<file path="src/sso_pkg.sv">
// Shared types, constants and tables for the skid-steer odometry core.
// No dependencies; every other file imports this package.
`timescale 1ns / 1ps

package sso_pkg;

    localparam int COUNT_WIDTH    = 32;
    localparam int POSITION_WIDTH = 48;
    localparam int ANGLE_WIDTH    = 16;
    localparam int MPC_WIDTH      = 32;
    localparam int LIMIT_WIDTH    = 31;
    localparam int TIME_WIDTH     = 24;
    localparam int VEL_WIDTH      = 32;
    localparam int CORDIC_WIDTH   = 34;
    localparam int CORDIC_STEPS   = 30;
    localparam int DIV_STEPS      = 32;
    localparam int ITER_WIDTH     = 5;
    localparam int IN_WIDTH       = 4 * COUNT_WIDTH + ANGLE_WIDTH + TIME_WIDTH;
    localparam int OUT_WIDTH      = 2 * POSITION_WIDTH + ANGLE_WIDTH + 2 * VEL_WIDTH;
    localparam int USER_WIDTH     = 2;

    localparam logic [MPC_WIDTH-1:0]   MPC_RESET   = 32'd272374;
    localparam logic [LIMIT_WIDTH-1:0] LIMIT_RESET = 31'd15000;
    localparam logic signed [CORDIC_WIDTH-1:0] CORDIC_GAIN = 34'sd652032874;
    localparam logic [31:0] US_PER_S = 32'd1000000;

    localparam logic REG_MPC   = 1'b0;
    localparam logic REG_LIMIT = 1'b1;

    typedef enum logic [4:0] {
        OP_NONE, OP_LOAD, OP_GLITCH, OP_SUMS, OP_SUM, OP_MAG, OP_MD_LO, OP_MD_HI,
        OP_DIST, OP_CINIT, OP_CSTEP, OP_CROT, OP_XLO, OP_XHI, OP_YLO, OP_YHI,
        OP_POSY, OP_NLO, OP_NHI, OP_DINIT, OP_DPRE, OP_DSTEP, OP_OUT
    } op_t;

    typedef enum logic [4:0] {
        ST_IDLE, ST_GLITCH, ST_SUMS, ST_SUM, ST_MAG, ST_MD_LO, ST_MD_HI, ST_DIST,
        ST_CINIT, ST_CSTEP, ST_CROT, ST_XLO, ST_XHI, ST_YLO, ST_YHI, ST_POSY,
        ST_NLO, ST_NHI, ST_DINIT, ST_DPRE, ST_DSTEP, ST_DONE
    } state_t;

    typedef struct packed {
        op_t                   op;
        logic [ITER_WIDTH-1:0] iter;
    } cmd_t;

    typedef struct packed {
        logic out_busy;
    } stat_t;

    // atan(2^-i), 2^32 units per turn
    function automatic logic signed [CORDIC_WIDTH-1:0] atan_step(input logic [ITER_WIDTH-1:0] i);
        logic signed [CORDIC_WIDTH-1:0] a;
        case (i)
            5'd0:    a = 34'sh20000000;
            5'd1:    a = 34'sh12E4051E;
            5'd2:    a = 34'sh09FB385B;
            5'd3:    a = 34'sh051111D4;
            5'd4:    a = 34'sh028B0D43;
            5'd5:    a = 34'sh0145D7E1;
            5'd6:    a = 34'sh00A2F61E;
            5'd7:    a = 34'sh00517C55;
            5'd8:    a = 34'sh0028BE53;
            5'd9:    a = 34'sh00145F2F;
            5'd10:   a = 34'sh000A2F98;
            5'd11:   a = 34'sh000517CC;
            5'd12:   a = 34'sh00028BE6;
            5'd13:   a = 34'sh000145F3;
            5'd14:   a = 34'sh0000A2FA;
            5'd15:   a = 34'sh0000517D;
            5'd16:   a = 34'sh000028BE;
            5'd17:   a = 34'sh0000145F;
            5'd18:   a = 34'sh00000A30;
            5'd19:   a = 34'sh00000518;
            5'd20:   a = 34'sh0000028C;
            5'd21:   a = 34'sh00000146;
            5'd22:   a = 34'sh000000A3;
            5'd23:   a = 34'sh00000051;
            5'd24:   a = 34'sh00000029;
            5'd25:   a = 34'sh00000014;
            5'd26:   a = 34'sh0000000A;
            5'd27:   a = 34'sh00000005;
            5'd28:   a = 34'sh00000003;
            5'd29:   a = 34'sh00000001;
            default: a = '0;
        endcase
        return a;
    endfunction

endpackage

</file>
<file path="src/sso_ctrl.sv">
// Sequencer for the odometry core: walks one transaction through the datapath.
// Depends on sso_pkg.
`timescale 1ns / 1ps

module sso_ctrl import sso_pkg::*; (
    input  logic  clk,
    input  logic  rst_n,
    input  logic  in_valid,
    output logic  in_ready,
    input  stat_t stat,
    output cmd_t  cmd
);

    state_t                state_reg, state_next;
    logic [ITER_WIDTH-1:0] iter_reg, iter_next;
    logic                  accept;

    assign accept = in_valid && in_ready;

    always_ff @(posedge clk or negedge rst_n)
    begin
        if (!rst_n)
        begin
            state_reg <= ST_IDLE;
            iter_reg  <= '0;
        end
        else
        begin
            state_reg <= state_next;
            iter_reg  <= iter_next;
        end
    end

    always_comb
    begin
        state_next = state_reg;
        iter_next  = '0;
        unique case (state_reg)
            ST_IDLE:   if (in_valid) state_next = ST_GLITCH;
            ST_GLITCH: state_next = ST_SUMS;
            ST_SUMS:   state_next = ST_SUM;
            ST_SUM:    state_next = ST_MAG;
            ST_MAG:    state_next = ST_MD_LO;
            ST_MD_LO:  state_next = ST_MD_HI;
            ST_MD_HI:  state_next = ST_DIST;
            ST_DIST:   state_next = ST_CINIT;
            ST_CINIT:  state_next = ST_CSTEP;
            ST_CSTEP:
            begin
                iter_next = iter_reg + 1'b1;
                if (iter_reg == ITER_WIDTH'(CORDIC_STEPS - 1))
                begin
                    state_next = ST_CROT;
                    iter_next  = '0;
                end
            end
            ST_CROT:   state_next = ST_XLO;
            ST_XLO:    state_next = ST_XHI;
            ST_XHI:    state_next = ST_YLO;
            ST_YLO:    state_next = ST_YHI;
            ST_YHI:    state_next = ST_POSY;
            ST_POSY:   state_next = ST_NLO;
            ST_NLO:    state_next = ST_NHI;
            ST_NHI:    state_next = ST_DINIT;
            ST_DINIT:  state_next = ST_DPRE;
            ST_DPRE:   state_next = ST_DSTEP;
            ST_DSTEP:
            begin
                iter_next = iter_reg + 1'b1;
                if (iter_reg == ITER_WIDTH'(DIV_STEPS - 1))
                begin
                    state_next = ST_DONE;
                    iter_next  = '0;
                end
            end
            ST_DONE:   if (!stat.out_busy) state_next = ST_IDLE;
            default:   state_next = ST_IDLE;
        endcase
    end

    always_comb
    begin
        in_ready = 1'b0;
        cmd.iter = iter_reg;
        cmd.op   = OP_NONE;
        unique case (state_reg)
            ST_IDLE:
            begin
                in_ready = 1'b1;
                if (in_valid) cmd.op = OP_LOAD;
            end
            ST_GLITCH: cmd.op = OP_GLITCH;
            ST_SUMS:   cmd.op = OP_SUMS;
            ST_SUM:    cmd.op = OP_SUM;
            ST_MAG:    cmd.op = OP_MAG;
            ST_MD_LO:  cmd.op = OP_MD_LO;
            ST_MD_HI:  cmd.op = OP_MD_HI;
            ST_DIST:   cmd.op = OP_DIST;
            ST_CINIT:  cmd.op = OP_CINIT;
            ST_CSTEP:  cmd.op = OP_CSTEP;
            ST_CROT:   cmd.op = OP_CROT;
            ST_XLO:    cmd.op = OP_XLO;
            ST_XHI:    cmd.op = OP_XHI;
            ST_YLO:    cmd.op = OP_YLO;
            ST_YHI:    cmd.op = OP_YHI;
            ST_POSY:   cmd.op = OP_POSY;
            ST_NLO:    cmd.op = OP_NLO;
            ST_NHI:    cmd.op = OP_NHI;
            ST_DINIT:  cmd.op = OP_DINIT;
            ST_DPRE:   cmd.op = OP_DPRE;
            ST_DSTEP:  cmd.op = OP_DSTEP;
            ST_DONE:   if (!stat.out_busy) cmd.op = OP_OUT;
            default:   cmd.op = OP_NONE;
        endcase
    end

    a_accept_starts: assert property (@(posedge clk) disable iff (!rst_n)
        accept |=> state_reg == ST_GLITCH)
        else $error("accepted transaction did not start processing");

    a_cordic_bound: assert property (@(posedge clk) disable iff (!rst_n)
        state_reg == ST_CSTEP |-> iter_reg < ITER_WIDTH'(CORDIC_STEPS))
        else $error("rotation step count out of range");

    a_done_returns: assert property (@(posedge clk) disable iff (!rst_n)
        (state_reg == ST_DONE && !stat.out_busy) |=> state_reg == ST_IDLE)
        else $error("result hand-off did not return to idle");

    a_out_not_busy: assert property (@(posedge clk) disable iff (!rst_n)
        cmd.op == OP_OUT |-> !stat.out_busy)
        else $error("result loaded over an untaken result");

endmodule

</file>
<file path="config.mk">
export PLATFORM = sky130hd
export DESIGN_NAME = sso_ctrl
export DESIGN_NICKNAME = d
export VERILOG_FILES = /design/src/sso_pkg.sv /design/src/sso_ctrl.sv
export SDC_FILE = /design/constraint.sdc
export NUM_CORES = 1
export LEC_CHECK = 0
export BUFFER_PORTS_ARGS = -buffer_cell sky130_fd_sc_hd__buf_2
export CORE_MARGIN = 1
export CORE_UTILIZATION = 52
export DETAILED_ROUTE_END_ITERATION = 16
export PLACE_DENSITY = 0.84
export SYNTH_ARGS = -nofsm -noshare
export SYNTH_HDL_FRONTEND = slang
export SYNTH_SLANG_ARGS = --single-unit
</file>
<file path="constraint.sdc">
create_clock -name clk -period 6.8 [get_ports clk]
set_clock_uncertainty 0.15 [all_clocks]
set_input_delay 1.02 -clock clk [delete_from_list [all_inputs] [get_ports clk]]
set_output_delay 1.02 -clock clk [all_outputs]
set_load 0.05 [all_outputs]
</file>
# Word level (Yosys, flattened, before mapping)
# Index checks and enable logic that the tools add are counted.
op_classes:
  addsub: 1
  eq_ne: 27
  muxes: 12
  reduce_logical: 2
op_table:
  columns: ["op", "count"]
  rows:
  - ["one-hot mux 5 bit (22 select lines)", 2]
  - ["== test 5 x 4 -> 1 bit (second input constant)", 8]
  - ["== test 5 bit (second input constant)", 8]
  - ["two-way mux 5 bit", 7]
  - ["== test 5 x 3 -> 1 bit (second input constant)", 4]
  - ["== test 5 x 2 -> 1 bit (second input constant)", 2]
  - ["one-hot mux 5 bit (2 select lines)", 1]
  - ["!= test 2 bit (second input constant)", 4]
  - ["adder 5 x 1 -> 5 bit (second input constant)", 1]
  - ["== test 5 x 1 -> 1 bit (second input constant)", 1]
  - ["logical NOT 5 bit", 1]
  - ["AND reduction 4 bit", 1]
  - ["two-way mux 1 bit", 2]
totals:
  ff_bits: 10

# Longest topological paths before layout
depth:
  ltp_word: 3
  depth_mapped: 7
  ltp_nobuf: 7

# Worst setup path before layout
# OpenSTA, ideal clock, no wires.
synth_path:
  path_kind: "input to output"
  from: "in stat"
  to: "out cmd[6] (netlist name)"
  arrival_time_ps: 1871
  t_required_ps: 5630
  slack_ps: 3759
  cell_stages: 3
  path_cell_list: "a21oi_1 -> o22ai_1 -> nor2_1"
synth_rtl:
  columns: ["element", "line", "text"]
  rows:
  - ["start: declaration", "sso_ctrl.sv:10", "input stat_t stat,"]
  - ["end: declaration", "sso_ctrl.sv:11", "output cmd_t cmd"]

==> impl_metrics.ini <==
[status]
status = finished clean

[clocking]
cts_setup_buffers = 0
clk_pin_slew_ns = 0.06
clockRootBuffer = clkbuf_4
htreeDepth = 1
cts_resized = 0
cts.hold.buffers_added = 0
cts.sinks = 10
cts_tree = yes
numCtsBuffers = 3
clkLatencyLatePin_ns = 0.26
clockBufferDepth = 2

[placement]
place_hpwl_microns = 974.1
globalplace.congestion = 0.7597
io_buffers = 14
dpl_cell_area_sq_um = 745.7
dpl_worst_slack_ns = 3.856

[layout]
final_cell_mix = buf_2 (14), nor2_1 (10), dfrtp_1 (10), o21ai_0 (6)
area_growth_pct = 13.91
antenna_cells = 0
seq_area_sq_um = 250.2
final_common_cell = buf_2
drive_above_1_share_pct = 23.60
fillers = 97
multiInputGateArea_sq_um = 392.9
final_area_sq_um = 768.2
final_nets = 98

[timing]
period_share_pct = 44.54
setup-tns-final_ns = 0
drv_slew = 0
post-route-min-period_ns = 3.029
rsz0062_at_grt = false
hold_viol = 0
setup_viol = 0
worst_slew_pin_slew_ns = 0.4857
fmax_ghz = 0.3302
fin_ws_ns = 3.771
max-slew-margin-rel_pct = 66.78

[routing]
detail_route.wl_per_cell_microns = 13.07
drc_errors = 0
via_per_inst = 5.864
postRouteAntennaNets = 0
drtIter0Drc = 4
dr.pass1.iters = 6
vias = 604
drt-total-wl_microns = 1346

[worst_setup_path]
reg2reg_to = state_reg[0]$_DFFE_PN0P_
rrSetupSlack_ns = 4.25
slowest_stage = dfrtp_1
worstPathCellList = and2_1, nand2_1, nor3b_1, a21o_1, buf_2
critPathKind = flip-flop to output port
endpoint_kind = output port
worst_ep_required_time_ns = 5.63
cp.arrival_ns = 1.86
path_max_fanout = 13
reg2reg_from = iter_reg[0]$_DFF_PN0_
critPathCapture = cmd[9]
critPathLaunch = state_reg[0]$_DFFE_PN0P_
critPathMaxStageDelay_ns = 0.59
worstSetupStartpointType = flip-flop
rr_worst_depth = 7

[run]
drv_cap = 0

[yosys]
synth_edf_count = 0
ys_seq_elements = 10
avgSynthCellArea_sq_um = 8.874
syn_area_sq_um = 674.4
ys_seq_area_share_pct = 37.11
ys.flop_type = dfrtp_1
yosysWarnings = 0
ys_types = 32
synth_cells = 76
synthArstFlopShare_pct = 100.0
syn-num-nets = 83

[worst_hold_path]
whs_path_depth = 1
hp-class = flip-flop to flip-flop

[grt]
overflow = 0
grt_max_degree = 15
grt_pass1_vias = 480
antenna_found_initial = 0
grt_pass1_wl_microns = 2070
grtUsageTotal_pct = 21.41

[die]
start_util_pct = 58.33
die_height_microns = 38.01
rows = 12
fp.dieArea_sq_um = 1445
num_io_pins = 15
core_area_sq_um = 1156
die-width_microns = 38.01
==> how the worst min path moves through the flow <==
stage | startpoint | to | slack [ns]
2_1_floorplan | state_reg[0]$_DFFE_PN0P_ | iter_reg[4]$_DFF_PN0_ | 0.49
3_3_place_gp | iter_reg[0]$_DFF_PN0_ | iter_reg[0]$_DFF_PN0_ | 0.35
3_5_place_dp | iter_reg[0]$_DFF_PN0_ | iter_reg[0]$_DFF_PN0_ | 0.35
4_1_cts | iter_reg[0]$_DFF_PN0_ | iter_reg[0]$_DFF_PN0_ | 0.36
5_1_grt | iter_reg[0]$_DFF_PN0_ | iter_reg[0]$_DFF_PN0_ | 0.41
6_report | iter_reg[0]$_DFF_PN0_ | iter_reg[0]$_DFF_PN0_ | 0.35
==> per-layer routing <==
metal  wire length (microns)  global-route usage [%]  vias up
met5                       0                       0        -
met4                      14                   8.036        0
met1                     639                   29.04      286
met3                      64                   8.721        2
met2                     629                   30.17       20
li1                        -                       -      296
==> synthesized netlist by cell type, types with 2 or more instances <==
| library cell | number | area (sq um) |
|---|---|---|
| nor3_1 | 2 | 10.01 |
| inv_1 | 4 | 15.01 |
| nor4_1 | 2 | 12.51 |
| ha_1 | 3 | 37.54 |
| o21ai_0 | 6 | 30.03 |
| a21o_1 | 3 | 22.52 |
| nand2_1 | 4 | 15.01 |
| a21oi_1 | 3 | 15.01 |
| or3_4 | 2 | 22.52 |
| nor2b_1 | 2 | 12.51 |
| clkbuf_1 | 3 | 11.26 |
| dfrtp_1 | 10 | 250.2 |
| xor2_1 | 2 | 17.52 |
| nor2_1 | 10 | 37.54 |
| and2_1 | 3 | 18.77 |
==> final cells by class <==
class,count,share of cell area [%]
Timing Repair Buffer,14,9.121
Inverter,4,1.954
Sequential cell,10,32.57
Tap cell,14,2.280
Multi-Input combinational cell,58,51.14
Clock buffer,3,2.932
==> logic make-up after synthesis <==
group           count (synthesis)  share of synthesized area [%]
xor+xnor                        3                          3.897
mux                             2                          3.710
compound gates                 17                          16.33
simple gates                   33                          28.76
flops                          10                          37.11
buf+inv                         8                          4.637
fa+ha+maj                       3                          5.566
==> metrics by stage <==
step	util (%)	cells	hold WS [ns]
floorplan	-	76	0.4850
global placement	64.50	100	0.3472
detailed placement	64.50	100	0.3547
CTS	66.45	103	0.3625
global route	66.45	103	0.4089
finish	66.45	103	0.3537
==> critical path: cells and delay by family, from the launching register on <==
family	cells	cell delay [ns]
AOI/OAI and AO/OA	1	0.11
buffers and inverters	1	0.25
DFF	1	0.59
and+or+nand+nor	3	0.64
Power is not shown: default switching activity piles up to over one toggle a cycle in this logic, so the estimate is an artifact.
